**src/hdl/obstacle_avoidance_sequencer_core_assert.svh**
```systemverilog
// Assertion macros for the obstacle avoidance sequencer core.
// No dependencies; included by the top level at its end.
`ifndef OBSTACLE_AVOIDANCE_SEQUENCER_CORE_ASSERT_SVH
`define OBSTACLE_AVOIDANCE_SEQUENCER_CORE_ASSERT_SVH
`ifndef SYNTH
`define OAS_ASSERT_NOW(label, clk, rst_n, ante, cons) \
	label: assert property (@(posedge clk) disable iff (!rst_n) (ante) |-> (cons)) \
		else $error("oas assertion failed");
`define OAS_ASSERT_NEXT(label, clk, rst_n, ante, cons) \
	label: assert property (@(posedge clk) disable iff (!rst_n) (ante) |=> (cons)) \
		else $error("oas assertion failed");
`else
`define OAS_ASSERT_NOW(label, clk, rst_n, ante, cons)
`define OAS_ASSERT_NEXT(label, clk, rst_n, ante, cons)
`endif
`endif

```
**src/hdl/oas_pkg.sv**
```systemverilog
// Shared types and constants of the obstacle avoidance sequencer.
// No dependencies; used by every module of the block.
`default_nettype none
package oas_pkg;

	localparam int TIMER_BITS_DEF = 20;
	localparam int DIST_BITS_DEF  = 12;
	localparam int CFG_IDX_W      = 3;
	localparam int CFG_DATA_W     = 32;

	localparam int SIDE_TOO_CLOSE_RST = 100;
	localparam int FWD_DURATION_RST   = 1000;
	localparam int IR_CLEAR_RST       = 200;
	localparam int SONAR_CLEAR_RST    = 200;
	localparam int PORT_WALL_RST      = 150;
	localparam int STAR_WALL_RST      = 150;
	localparam int SONAR_WALL_RST     = 150;

	typedef enum logic [CFG_IDX_W-1:0] {
		REG_SIDE_TOO_CLOSE = 3'd0,
		REG_FWD_DURATION   = 3'd1,
		REG_IR_CLEAR       = 3'd2,
		REG_SONAR_CLEAR    = 3'd3,
		REG_PORT_WALL      = 3'd4,
		REG_STAR_WALL      = 3'd5,
		REG_SONAR_WALL     = 3'd6
	} cfg_reg_t;

	typedef enum logic [1:0] {
		PH_IDLE    = 2'd0,
		PH_STRAFE  = 2'd1,
		PH_FORWARD = 2'd2,
		PH_RECOVER = 2'd3
	} phase_t;

	typedef enum logic [2:0] {
		MOT_NONE  = 3'd0,
		MOT_STOP  = 3'd1,
		MOT_FWD   = 3'd2,
		MOT_LEFT  = 3'd3,
		MOT_RIGHT = 3'd4
	} motor_t;

	typedef enum logic [2:0] {
		EXIT_IDLE   = 3'd0,
		EXIT_BUSY   = 3'd1,
		EXIT_FIRE   = 3'd2,
		EXIT_NOROOM = 3'd3,
		EXIT_WALL   = 3'd4,
		EXIT_DONE   = 3'd5
	} exit_t;

	typedef struct packed {
		motor_t motor;
		exit_t  code;
	} result_t;

endpackage
`default_nettype wire

```
**src/hdl/oas_cfg_regs.sv**
```systemverilog
// Configuration register file of the obstacle avoidance sequencer.
// Depends on oas_pkg for register indexes and reset values.
`default_nettype none
module oas_cfg_regs #(
	parameter int TIMER_BITS = oas_pkg::TIMER_BITS_DEF,
	parameter int DIST_BITS  = oas_pkg::DIST_BITS_DEF
) (
	input  wire logic                            clk,
	input  wire logic                            arst_n,
	input  wire logic                            wr_en,
	input  wire logic [oas_pkg::CFG_IDX_W-1:0]   wr_index,
	input  wire logic [oas_pkg::CFG_DATA_W-1:0]  wr_data,
	output logic      [DIST_BITS-1:0]            side_too_close_mm,
	output logic      [TIMER_BITS-1:0]           forward_duration_ms,
	output logic      [DIST_BITS-1:0]            ir_clear_mm,
	output logic      [DIST_BITS-1:0]            sonar_clear_mm,
	output logic      [DIST_BITS-1:0]            port_wall_mm,
	output logic      [DIST_BITS-1:0]            star_wall_mm,
	output logic      [DIST_BITS-1:0]            sonar_wall_mm
);

	logic [DIST_BITS-1:0] dist_data;

	assign dist_data = wr_data[DIST_BITS-1:0];

	always_ff @(posedge clk or negedge arst_n) begin
		if (!arst_n) begin
			side_too_close_mm   <= DIST_BITS'(oas_pkg::SIDE_TOO_CLOSE_RST);
			forward_duration_ms <= TIMER_BITS'(oas_pkg::FWD_DURATION_RST);
			ir_clear_mm         <= DIST_BITS'(oas_pkg::IR_CLEAR_RST);
			sonar_clear_mm      <= DIST_BITS'(oas_pkg::SONAR_CLEAR_RST);
			port_wall_mm        <= DIST_BITS'(oas_pkg::PORT_WALL_RST);
			star_wall_mm        <= DIST_BITS'(oas_pkg::STAR_WALL_RST);
			sonar_wall_mm       <= DIST_BITS'(oas_pkg::SONAR_WALL_RST);
		end else if (wr_en) begin
			case (wr_index)
				oas_pkg::REG_SIDE_TOO_CLOSE: side_too_close_mm   <= dist_data;
				oas_pkg::REG_FWD_DURATION:   forward_duration_ms <= wr_data[TIMER_BITS-1:0];
				oas_pkg::REG_IR_CLEAR:       ir_clear_mm         <= dist_data;
				oas_pkg::REG_SONAR_CLEAR:    sonar_clear_mm      <= dist_data;
				oas_pkg::REG_PORT_WALL:      port_wall_mm        <= dist_data;
				oas_pkg::REG_STAR_WALL:      star_wall_mm        <= dist_data;
				oas_pkg::REG_SONAR_WALL:     sonar_wall_mm       <= dist_data;
				default: ;
			endcase
		end
	end

endmodule
`default_nettype wire

```
**src/hdl/oas_seq.sv**
```systemverilog
// Sequencer state and single-pass step logic: phase, direction, timers.
// Depends on oas_pkg for phase, motor and exit codes.
`default_nettype none
module oas_seq #(
	parameter int TIMER_BITS = oas_pkg::TIMER_BITS_DEF,
	parameter int DIST_BITS  = oas_pkg::DIST_BITS_DEF
) (
	input  wire logic                    clk,
	input  wire logic                    arst_n,
	input  wire logic                    step,
	input  wire logic                    mode,
	input  wire logic                    fire_seen,
	input  wire logic [DIST_BITS-1:0]    port_bow_mm,
	input  wire logic [DIST_BITS-1:0]    star_bow_mm,
	input  wire logic [DIST_BITS-1:0]    port_side_mm,
	input  wire logic [DIST_BITS-1:0]    star_side_mm,
	input  wire logic [DIST_BITS-1:0]    sonar_mm,
	input  wire logic                    sonar_ok,
	input  wire logic [DIST_BITS-1:0]    side_too_close_mm,
	input  wire logic [TIMER_BITS-1:0]   forward_duration_ms,
	input  wire logic [DIST_BITS-1:0]    ir_clear_mm,
	input  wire logic [DIST_BITS-1:0]    sonar_clear_mm,
	input  wire logic [DIST_BITS-1:0]    port_wall_mm,
	input  wire logic [DIST_BITS-1:0]    star_wall_mm,
	input  wire logic [DIST_BITS-1:0]    sonar_wall_mm,
	output oas_pkg::result_t             res,
	output oas_pkg::phase_t              phase
);

	oas_pkg::phase_t        phase_q, phase_d;
	logic                   dir_right_q, dir_right_d;
	logic [TIMER_BITS-1:0]  elapsed_q, elapsed_d, elapsed_inc;
	logic [TIMER_BITS-1:0]  strafe_len_q, strafe_len_d;
	logic [DIST_BITS-1:0]   sonar_eff, recov_ir;
	logic                   no_room, still_blocked, wall_seen;

	assign sonar_eff     = sonar_ok ? sonar_mm : '0;
	assign recov_ir      = dir_right_q ? port_bow_mm : star_bow_mm;
	assign elapsed_inc   = (&elapsed_q) ? elapsed_q : elapsed_q + TIMER_BITS'(1);
	assign no_room       = (port_side_mm < side_too_close_mm) ||
	                       (star_side_mm < side_too_close_mm);
	assign still_blocked = (recov_ir < ir_clear_mm) || (sonar_eff < sonar_clear_mm);
	assign wall_seen     = (port_bow_mm < port_wall_mm) && (star_bow_mm < star_wall_mm) &&
	                       (sonar_eff < sonar_wall_mm);
	assign phase         = phase_q;

	always_comb begin
		res.motor    = oas_pkg::MOT_NONE;
		res.code     = oas_pkg::EXIT_BUSY;
		phase_d      = phase_q;
		dir_right_d  = dir_right_q;
		elapsed_d    = elapsed_q;
		strafe_len_d = strafe_len_q;
		if (mode) begin
			if (fire_seen) begin
				phase_d  = oas_pkg::PH_IDLE;
				res.code = oas_pkg::EXIT_FIRE;
			end else begin
				if (port_bow_mm < star_bow_mm) begin
					dir_right_d = 1'b1;
					res.motor   = oas_pkg::MOT_RIGHT;
				end else begin
					dir_right_d = 1'b0;
					res.motor   = oas_pkg::MOT_LEFT;
				end
				elapsed_d = '0;
				phase_d   = oas_pkg::PH_STRAFE;
			end
		end else begin
			elapsed_d = elapsed_inc;
			case (phase_q)
				oas_pkg::PH_STRAFE: begin
					if (no_room) begin
						res.motor = oas_pkg::MOT_STOP;
						res.code  = oas_pkg::EXIT_NOROOM;
						phase_d   = oas_pkg::PH_IDLE;
					end else if (!still_blocked) begin
						strafe_len_d = elapsed_inc;
						elapsed_d    = '0;
						res.motor    = oas_pkg::MOT_FWD;
						phase_d      = oas_pkg::PH_FORWARD;
					end
				end
				oas_pkg::PH_FORWARD: begin
					if (wall_seen) begin
						res.code = oas_pkg::EXIT_WALL;
						phase_d  = oas_pkg::PH_IDLE;
					end else if (elapsed_inc > forward_duration_ms) begin
						res.motor = dir_right_q ? oas_pkg::MOT_LEFT : oas_pkg::MOT_RIGHT;
						elapsed_d = '0;
						phase_d   = oas_pkg::PH_RECOVER;
					end
				end
				oas_pkg::PH_RECOVER: begin
					if (elapsed_inc >= strafe_len_q) begin
						res.motor = oas_pkg::MOT_FWD;
						res.code  = oas_pkg::EXIT_DONE;
						phase_d   = oas_pkg::PH_IDLE;
					end
				end
				oas_pkg::PH_IDLE: res.code = oas_pkg::EXIT_IDLE;
				default:          res.code = oas_pkg::EXIT_IDLE;
			endcase
		end
	end

	always_ff @(posedge clk or negedge arst_n) begin
		if (!arst_n) begin
			phase_q      <= oas_pkg::PH_IDLE;
			dir_right_q  <= 1'b0;
			elapsed_q    <= '0;
			strafe_len_q <= '0;
		end else if (step) begin
			phase_q      <= phase_d;
			dir_right_q  <= dir_right_d;
			elapsed_q    <= elapsed_d;
			strafe_len_q <= strafe_len_d;
		end
	end

endmodule
`default_nettype wire

```
**src/hdl/obstacle_avoidance_sequencer_core.sv**
```systemverilog
// Top level of the obstacle avoidance sequencer: input and result registers.
// Depends on oas_pkg, oas_cfg_regs, oas_seq and the assertion header.
//
//   channel | handshake          | word
//   --------+--------------------+---------------------------------------------
//   in      | in_valid/in_stall  | mode, fire_seen, five distances, sonar_ok
//   out     | out_valid/out_stall| motor_cmd, exit_code
//   cfg     | cfg_valid/cfg_ready| cfg_index, cfg_data
//
// One word per clock sustained while out_stall is low; a word passes the input register, then the result register.
// The step logic between the input register and the result register is combinational.
// Reset clears the valid flags and sequencer state and loads the configuration defaults; cfg_ready stays high.
// A stalled result holds; the input register still takes one more word behind it.
`default_nettype none
module obstacle_avoidance_sequencer_core #(
	parameter int TIMER_BITS = oas_pkg::TIMER_BITS_DEF,
	parameter int DIST_BITS  = oas_pkg::DIST_BITS_DEF
) (
	input  wire logic                            clk,
	input  wire logic                            arst_n,
	input  wire logic                            in_valid,
	output logic                                 in_stall,
	input  wire logic                            mode,
	input  wire logic                            fire_seen,
	input  wire logic [DIST_BITS-1:0]            port_bow_mm,
	input  wire logic [DIST_BITS-1:0]            star_bow_mm,
	input  wire logic [DIST_BITS-1:0]            port_side_mm,
	input  wire logic [DIST_BITS-1:0]            star_side_mm,
	input  wire logic [DIST_BITS-1:0]            sonar_mm,
	input  wire logic                            sonar_ok,
	output logic                                 out_valid,
	input  wire logic                            out_stall,
	output logic      [2:0]                      motor_cmd,
	output logic      [2:0]                      exit_code,
	input  wire logic                            cfg_valid,
	output logic                                 cfg_ready,
	input  wire logic [oas_pkg::CFG_IDX_W-1:0]   cfg_index,
	input  wire logic [oas_pkg::CFG_DATA_W-1:0]  cfg_data
);

	logic                   valid_s1;
	logic                   mode_s1, fire_s1, sonar_ok_s1;
	logic [DIST_BITS-1:0]   port_bow_s1, star_bow_s1, port_side_s1, star_side_s1, sonar_s1;
	logic                   valid_s2;
	oas_pkg::result_t       res_s2, res_d;
	oas_pkg::phase_t        phase;
	logic                   s2_free, adv_s1, load_s1;
	logic [DIST_BITS-1:0]   side_too_close_mm, ir_clear_mm, sonar_clear_mm;
	logic [DIST_BITS-1:0]   port_wall_mm, star_wall_mm, sonar_wall_mm;
	logic [TIMER_BITS-1:0]  forward_duration_ms;

	assign s2_free   = !valid_s2 || !out_stall;
	assign adv_s1    = valid_s1 && s2_free;
	assign load_s1   = !valid_s1 || adv_s1;
	assign in_stall  = !load_s1;
	assign cfg_ready = 1'b1;
	assign out_valid = valid_s2;
	assign motor_cmd = res_s2.motor;
	assign exit_code = res_s2.code;

	oas_cfg_regs #(
		.TIMER_BITS (TIMER_BITS),
		.DIST_BITS  (DIST_BITS)
	) u_cfg (
		.clk                 (clk),
		.arst_n              (arst_n),
		.wr_en               (cfg_valid && cfg_ready),
		.wr_index            (cfg_index),
		.wr_data             (cfg_data),
		.side_too_close_mm   (side_too_close_mm),
		.forward_duration_ms (forward_duration_ms),
		.ir_clear_mm         (ir_clear_mm),
		.sonar_clear_mm      (sonar_clear_mm),
		.port_wall_mm        (port_wall_mm),
		.star_wall_mm        (star_wall_mm),
		.sonar_wall_mm       (sonar_wall_mm)
	);

	oas_seq #(
		.TIMER_BITS (TIMER_BITS),
		.DIST_BITS  (DIST_BITS)
	) u_seq (
		.clk                 (clk),
		.arst_n              (arst_n),
		.step                (adv_s1),
		.mode                (mode_s1),
		.fire_seen           (fire_s1),
		.port_bow_mm         (port_bow_s1),
		.star_bow_mm         (star_bow_s1),
		.port_side_mm        (port_side_s1),
		.star_side_mm        (star_side_s1),
		.sonar_mm            (sonar_s1),
		.sonar_ok            (sonar_ok_s1),
		.side_too_close_mm   (side_too_close_mm),
		.forward_duration_ms (forward_duration_ms),
		.ir_clear_mm         (ir_clear_mm),
		.sonar_clear_mm      (sonar_clear_mm),
		.port_wall_mm        (port_wall_mm),
		.star_wall_mm        (star_wall_mm),
		.sonar_wall_mm       (sonar_wall_mm),
		.res                 (res_d),
		.phase               (phase)
	);

	always_ff @(posedge clk or negedge arst_n) begin
		if (!arst_n) begin
			valid_s1 <= 1'b0;
			valid_s2 <= 1'b0;
		end else begin
			if (load_s1) begin
				valid_s1 <= in_valid;
			end
			if (s2_free) begin
				valid_s2 <= adv_s1;
			end
		end
	end

	always_ff @(posedge clk) begin
		if (load_s1 && in_valid) begin
			mode_s1      <= mode;
			fire_s1      <= fire_seen;
			port_bow_s1  <= port_bow_mm;
			star_bow_s1  <= star_bow_mm;
			port_side_s1 <= port_side_mm;
			star_side_s1 <= star_side_mm;
			sonar_s1     <= sonar_mm;
			sonar_ok_s1  <= sonar_ok;
		end
		if (adv_s1) begin
			res_s2 <= res_d;
		end
	end

	`include "obstacle_avoidance_sequencer_core_assert.svh"

	`OAS_ASSERT_NEXT(a_adv_gives_result, clk, arst_n, adv_s1, valid_s2)
	`OAS_ASSERT_NOW(a_idle_tick_quiet, clk, arst_n, adv_s1 && !mode_s1 && phase == oas_pkg::PH_IDLE, res_d.code == oas_pkg::EXIT_IDLE && res_d.motor == oas_pkg::MOT_NONE)
	`OAS_ASSERT_NEXT(a_exit_to_idle, clk, arst_n, adv_s1 && (res_d.code == oas_pkg::EXIT_FIRE || res_d.code == oas_pkg::EXIT_NOROOM || res_d.code == oas_pkg::EXIT_WALL || res_d.code == oas_pkg::EXIT_DONE), phase == oas_pkg::PH_IDLE)

endmodule
`default_nettype wire

```
**config.mk**
```make
export PLATFORM = sky130hd
export DESIGN_NAME = obstacle_avoidance_sequencer_core
export DESIGN_NICKNAME = d
export VERILOG_FILES = /design/src/hdl/oas_pkg.sv /design/src/hdl/oas_cfg_regs.sv /design/src/hdl/oas_seq.sv /design/src/hdl/obstacle_avoidance_sequencer_core.sv
export VERILOG_INCLUDE_DIRS = /design/src /design/src/hdl
export SDC_FILE = /design/constraint.sdc
export NUM_CORES = 1
export LEC_CHECK = 0
export BUFFER_PORTS_ARGS = -buffer_cell sky130_fd_sc_hd__buf_4
export CAP_MARGIN = 10
export CELL_PAD_IN_SITES_DETAIL_PLACEMENT = 1
export CELL_PAD_IN_SITES_GLOBAL_PLACEMENT = 2
export CORE_MARGIN = 4
export CORE_UTILIZATION = 35
export DETAILED_ROUTE_END_ITERATION = 8
export PLACE_DENSITY_LB_ADDON = 0.05
export SLEW_MARGIN = 20
export SYNTH_ARGS = -nofsm -noshare
export SYNTH_HDL_FRONTEND = slang
export SYNTH_HIERARCHICAL = 1
export SYNTH_SLANG_ARGS = --single-unit
```
**constraint.sdc**
```tcl
create_clock -name clk -period 8.2 [get_ports clk]
set_input_delay 1.64 -clock clk [delete_from_list [all_inputs] [get_ports clk]]
set_output_delay 1.64 -clock clk [all_outputs]
set_load 0.01 [all_outputs]
```
==> metrics.md, run 1 <==
| Metric | Value |
|---|---|
| Worst R2R Start | u_seq/elapsed_q[9]$_DFFE_PN0P_ |
| Worst slew margin | 39.0% |
| Sink Count | approximately 210 |
| Endpoints failing hold | 0 |
| Critical path origin | u_seq/elapsed_q[9]$_DFFE_PN0P_ |
| IO Pins | 112 |
| DR vias/cell | 4.89 |
| Share of layout cells above drive strength 1 | approximately a quarter |
| Synth Net Count | roughly 1200 |
| Avg Synthesized Cell Area | 11.7 µm² |
| Hold-critical path depth | 1 |
| Register bit count reported by yosys | about 210 |
| Largest family of logic cells by synthesized area | adder cells |
| Asr flop ratio synth | between 60 and 70% |
| Slew Limit Fails | 0 |
| # diodes | 0 |
| Hold-fix buffers, CTS | 0 |
| CP Cell Sequence | nand4_1 -> or3_4 -> nor3_4 -> nor2_2 -> nand2_1 -> nor2_1 -> xor2_1 -> ha_1 -> and2_1 -> a221o_1 -> a221oi_1 -> nand4bb_1 -> nand2_1 -> o22ai_1 -> a21oi_2 -> a221o_1 |
| Antenna violations before repair | 0 |
| Max cap viols | 0 |
| Vias in the first global route | 8071 |
| Placed cell areas | about 0.013 mm² |
| WL/cell | 18.2 µm |
| Main synth FF type | dfrtp_1 |
| Dpl hpwl | 21200 µm |
| Critical Path Stages | 16 |
| Distinct cell type count after synthesis | 71 |
| CP Class | register to register |
| TritonCTS Buffers | 26 |
| GP Congestion | 0.795 |
| Die W | around 190 µm |
| IO Port Bufs | 98 |
| DRC errors left | 0 |
| CTS tree | yes |
| Worst EP arrival | 5.58 ns |
| First-pass GRT wire length | 45300 µm |
| Hold crit path type | register to register |
| Core area | 0.0325 mm² |
| Final period util | 62.5% |
| Slowest cell delay on critical path | ~0.76 ns |
| P_leak | 6.38 nW |
| Reg2reg path depth | 16 |
| Vias | 7641 |
| Crit end category | register |
| Worst-Margin Slew | 0.916 ns |
| Die area | 0.0360 mm² |
| Fmax achieved | around 200 MHz |
| Area share of fa/ha/maj cells after synthesis | 14.4% |
| Gate Count Post-Synth | 991 |
| Pin count of the biggest net entering global routing | 73 |
| Synth Area in XOR/XNOR | 1.14% |
| Overflow after GRT | 0 |
| Crit-path slowest cell | a21oi_2 |
| Period minus WS final | 5.12 ns |
| Nets | 1337 |
| Worst Setup Start Kind | register |
| RSZ-0062 raised after global routing | no |
| Root Buffer | clkbuf_16 |
| Area Growth Syn to Fin | 17.9% |
| Cell area power density | ~240 mW/mm² |
| Synth Warn # | 6 |
| Setup Fix Bufs, Post-CTS | 0 |
| Post-synthesis sequential area ratio | 47.9% |
| Drt total wl | 28500 µm |
| CP top delay family | compound AO/OA/AOI/OAI gates |
| # setup viols final | 0 |
| Mux contribution to synthesized area | between 10% and 20% |
| Peak supply drop | 0.141 mV |
| Clk_skew | 0.0159 ns |
| Worst Path Buf+Inv | 0 |
| Post-route ant nets | 0 |
| Outcome | completed |
| DRT iter0 DRCs | 198 |
| HP Start | valid_s1$_DFFE_PN0P_ |
| Number of flops mapped to enable cells by yosys | about 70 |
| Setup Total Neg Slack | 0 ns |
| Total GRT Usage | ~16% |
| Post-Synthesis Cell Area | 0.0116 mm² |
| Initial Util | 35.5% |
| CTS clk-pin slew, worst paths | 0.06 ns |
| Post-Synth Simple-Gate Area | 10.0% |
| Worst-skew pair later-pin latency | between 0.5 and 0.6 ns |
| # resized after CTS | 0 |
| Crit-path max FO | 16 |
| Row Count | 66 |
| Post-Layout Inst Area | ~0.014 mm² |
| Data required time of the critical path | 8.66 ns |
| H-tree Lvls | 1 |
| Die Span Y | between 150 and 200 µm |
| Initial DRT Pass Iterations | 4 |
| Pwr Total | roughly 3.3 mW |
| Synth Area in Compound Gates | 9.74% |
| Clock tree buffer depth | 3 |
-- sequential cells by signal (all words and copies together) (netlist names), 2 cells and up --
| register | flops |
|---|---|
| exit_code | 3 |
| motor_cmd | 3 |
| port_bow_s1 | 12 |
| port_side_s1 | 12 |
| sonar_s1 | 12 |
| star_bow_s1 | 12 |
| star_side_s1 | 12 |
| u_cfg/forward_duration_ms | 20 |
| u_cfg/ir_clear_mm | 12 |
| u_cfg/port_wall_mm | 12 |
| u_cfg/side_too_close_mm | 12 |
| u_cfg/sonar_clear_mm | 12 |
| u_cfg/sonar_wall_mm | 12 |
| u_cfg/star_wall_mm | 12 |
| u_seq/elapsed_q | 20 |
| u_seq/phase | 2 |
| u_seq/strafe_len_q | 20 |
-- layout make-up --
cell class              instances  area, µm²
multi-input cells             638       5410
clock inverters                13        126
repair buffers                104        785
clock buffers                  35        757
inverters                     125        469
flip-flops and latches        206       5530
well taps                     442        553
fillers                      3575      18900
-- where the power goes --
| part | internal (mW) | switching (mW) | total, mW |
|---|---|---|---|
| combinational | 0.353 | 0.406 | 0.759 |
| clock | 0.710 | 0.454 | 1.16 |
| sequential | 1.25 | 0.0994 | 1.35 |
| total | 2.31 | 0.959 | 3.27 |
-- worst paths after layout --
path,slack [ns],to
worst max-delay path,3.08,u_seq/elapsed_q[9]$_DFFE_PN0P_
worst min-delay path,0.50,out_valid$_DFFE_PN0P_
worst max register to register,3.08,u_seq/elapsed_q[9]$_DFFE_PN0P_
worst min register to register,0.50,out_valid$_DFFE_PN0P_
max in group asynchronous,5.64,u_seq/strafe_len_q[13]$_DFFE_PN0P_
min in group asynchronous,1.16,valid_s1$_DFFE_PN0P_
-- cells in the mapped netlist (3+ instances only) --
cell | number | area, µm²
a211oi_1 | 4 | 30.0
a21o_1 | 14 | 105
a21oi_1 | 51 | 255
a221oi_1 | 6 | 52.6
a22o_1 | 14 | 123
a31oi_1 | 3 | 18.8
and2_1 | 14 | 87.6
and3_1 | 7 | 43.8
and4_1 | 10 | 87.6
and4bb_4 | 3 | 48.8
buf_4 | 3 | 22.5
buf_6 | 7 | 78.8
clkbuf_1 | 8 | 30.0
dfrtp_1 | 110 | 2750
dfstp_2 | 27 | 709
edfxtp_1 | 69 | 2070
ha_1 | 133 | 1660
inv_1 | 125 | 469
mux2_2 | 62 | 698
mux2_4 | 40 | 601
mux2i_1 | 3 | 30.0
nand2_1 | 67 | 251
nand2b_1 | 8 | 50.1
nand3_1 | 13 | 65.1
nand4_1 | 13 | 81.3
nand4b_1 | 4 | 35.0
nor2_1 | 37 | 139
nor2b_1 | 6 | 37.5
nor3_1 | 9 | 45.0
nor3b_1 | 5 | 37.5
o2111ai_1 | 3 | 26.3
o211ai_1 | 4 | 30.0
o21ai_0 | 40 | 200
o22ai_1 | 3 | 18.8
o31ai_1 | 6 | 45.0
or2_2 | 3 | 18.8
xnor2_1 | 10 | 87.6
xor2_1 | 5 | 43.8
-- cell families after synthesis --
kind of cell               Yosys count
xor gates and xnor gates            15
adders and majority gates          133
DFF                                206
and+or+nand+nor                    211
buffers and inverters              147
AOI/OAI and AO/OA                  173
muxes                              105
other                                1
-- per-layer routing --
layer	GRT usage [%]	up-vias	wire length, µm
met3	2.28	32	806
met2	26.1	91	13000
met4	3.14	0	463
met5	0	-	0
li1	-	3772	-
met1	22.5	3746	14300
-- cells in the final DEF (no fill, tap or decap), types with 4 or more instances in the layout --
cell type and n:
o211ai_1 4, a221oi_1 6, dfstp_2 27, inv_1 125, a21oi_1 51, and4_1 10, nand4b_1 4, o31ai_1 6
mux2_2 62, and2_1 13, dfrtp_1 110, a211oi_1 4, clkbuf_16 28, ha_1 133, nand3_1 13, buf_4 103
nand4_1 13, nor2_1 37, clkbuf_1 4, clkinv_2 5, edfxtp_1 69, a22o_1 14, xor2_1 5, and3_1 7
nand2b_1 8, nor2b_1 6, nor3b_1 5, nand2_1 67, o21ai_0 40, mux2_4 40, a21o_1 14, nor3_1 9
xnor2_1 10
-- per-stage QoR --
step	std cells	hold slack [ns]	utilization, %	setup slack (ns)
finish	1563	0.499	41.9	3.08
global route	1563	0.514	41.9	2.70
CTS	1563	0.501	41.9	2.94
detailed placement	1515	0.493	39.2	2.97
global placement	1515	0.471	39.2	3.03
floorplan	991	0.450	-	4.39
Power figures use the tool's default switching activity.
==> run 2: changes to the inputs <==
==> constraint.sdc (replaced) <==
create_clock -name clk -period 5.1 [get_ports clk]
set_input_delay 1.02 -clock clk [delete_from_list [all_inputs] [get_ports clk]]
set_output_delay 1.02 -clock clk [all_outputs]
set_load 0.01 [all_outputs]
==> run 2 against run 1 <==
Against the previous run: global-route usage up 0.20 points; wire length grew 0.52%; sequential cell count unchanged; fmax grew 13%; first-iteration DRC count rose by 51%; critical path depth rose by 1; critical path type unchanged; largest cell class unchanged; largest power group unchanged.
==> metrics.md, run 2 (synthesis gave the netlist of run 1 again) <==
| Metric | Value |
|---|---|
| Worst EP arrival | 4.99 ns |
| Hold-fix buffers, CTS | 0 |
| Vias in the first global route | slightly above 8000 |
| Largest regs | u_cfg/forward_duration_ms: 20 flops, u_seq/elapsed_q: 20 flops, u_seq/strafe_len_q: 20 flops |
| WL/cell | 18.3 µm |
| Sink Count | 206 |
| Initial Util | 35.5% |
| Final core utilization | 42.2% |
| Share of layout cells above drive strength 1 | 26.4% |
| DRT iter0 DRCs | 299 |
| Crit end category | register |
| IO Port Bufs | 98 |
| CTS tree | yes |
| Die area | 0.0360 mm² |
| DR vias/cell | about 4.9 |
| Die W | 190 µm |
| Worst-Margin Slew | 1.01 ns |
| # setup viols final | 0 |
| Outcome | completed |
| CP Cell Sequence | nand4_1 -> or3_4 -> nor3_4 -> nor2_2 -> nand2_1 -> nor2_1 -> xor2_1 -> ha_1 -> and2_1 -> a221o_1 -> a221oi_1 -> nand4bb_1 -> nand2_1 -> o22ai_1 -> a21oi_2 -> buf_4 -> a221o_1 |
| Clock tree buffer depth | 3 |
| Slew Limit Fails | 0 |
| Vias | roughly 7700 |
| CP Class | register to register |
| Setup WS post-layout | 0.576 ns |
| Total GRT Usage | between 10% and 20% |
| Final period util | 88.7% |
| # resized after CTS | 0 |
| Dpl hpwl | 21400 µm |
| First-pass GRT wire length | 45700 µm |
| Setup Fix Bufs, Post-CTS | 0 |
| H-tree Lvls | 1 |
| Cell area power density | 390 mW/mm² |
| Period minus WS final | 4.52 ns |
| Endpoints failing hold | 0 |
| Commonest cells after routing, fill and taps aside | 133 x ha_1, 125 x inv_1, 111 x buf_4 |
| TritonCTS Buffers | 26 |
| Slowest cell delay on critical path | roughly 0.47 ns |
| Post-Layout Inst Area | roughly 0.014 mm² |
| Worst Setup Start Kind | register |
| Crit-path max FO | 16 |
| Max cap viols | 0 |
| Clk_skew | 0.0126 ns |
| Overflow after GRT | 0 |
| Commonest non-fill, non-tap cell in the layout | ha_1 |
| Drt total wl | 28700 µm |
| Fmax achieved | between 200 and 250 MHz |
| Pin count of the biggest net entering global routing | 65 |
| CTS clk-pin slew, worst paths | 0.06 ns |
| Hold crit path type | input port to async pin |
| Worst slew margin | about a third |
| Peak supply drop | 0.290 mV |
| P_leak | between 6 and 7 nW |
| Dpl ws | 0.490 ns |
| Initial DRT Pass Iterations | 6 |
| Die Span Y | 190 µm |
| Root Buffer | clkbuf_16 |
| Data required time of the critical path | 5.57 ns |
| Placed cell areas | 0.0128 mm² |
| Post-route ant nets | 0 |
| Area Growth Syn to Fin | 18.8% |
| Worst-skew pair later-pin latency | 0.53 ns |
| # diodes | 0 |
| Nets | 1345 |
| RSZ-0062 raised after global routing | no |
| Core area | 0.0325 mm² |
| GP Congestion | 0.770 |
| Antenna violations before repair | 0 |
| Crit-path slowest cell | dfrtp_1 |
| Setup Total Neg Slack | 0 ns |
| DRC errors left | 0 |
| IO Pins | between 100 and 150 |
| Row Count | 66 |
[run 2: layout make-up]
type                    instances  area [µm²]
clock buffers                  37         732
clock inverters                10         190
fillers                      3558       18800
inverters                     125         469
multi-input cells             638        5410
flip-flops and latches        206        5530
well taps                     442         553
repair buffers                112         845
[run 2: routing by layer]
metal	track usage [%]	part of all wire, %
met1	23.2	50
met2	26.1	45
met3	2.31	3.3
met4	3.12	1.6
met5	0	0
[run 2: worst paths after layout]
path	startpoint	end	slack, ns	cells after the start
setup / recovery	u_seq/elapsed_q[6]$_DFFE_PN0P_	u_seq/elapsed_q[9]$_DFFE_PN0P_	0.58	17
hold / removal	arst_n	valid_s1$_DFFE_PN0P_	0.48	1
setup reg to reg	u_seq/elapsed_q[6]$_DFFE_PN0P_	u_seq/elapsed_q[9]$_DFFE_PN0P_	0.58	17
hold reg to reg	u_seq/strafe_len_q[19]$_DFFE_PN0P_	u_seq/strafe_len_q[19]$_DFFE_PN0P_	0.48	2
max in group asynchronous	arst_n	u_cfg/sonar_wall_mm[3]$_DFFE_PN0P_	3.57	2
min in group clk	u_seq/strafe_len_q[19]$_DFFE_PN0P_	u_seq/strafe_len_q[19]$_DFFE_PN0P_	0.48	2
[run 2: power by group]
part           internal (mW)  leakage, nW  switching [mW]
registers               2.01         2.30           0.158
clock network           1.25        0.451           0.718
logic                  0.569         3.69           0.654
total                   3.83         6.44            1.53
[run 2: critical path, delay by kind of cell (launching register included)]
kind            cells  cell delay [ns]
flops               1             0.47
compound gates      5             1.28
buf+inv             1             0.24
xor+xnor            1             0.27
simple gates        9             1.89
fa+ha+maj           1             0.30
[run 2: per-stage QoR]
step	hold slack, ns	instances	total power, mW
finish	0.482	1570	5.36
global route	0.519	1570	5.75
CTS	0.494	1570	5.48
detailed placement	0.479	1523	3.44
global placement	0.473	1523	3.41
floorplan	0.450	991	3.00
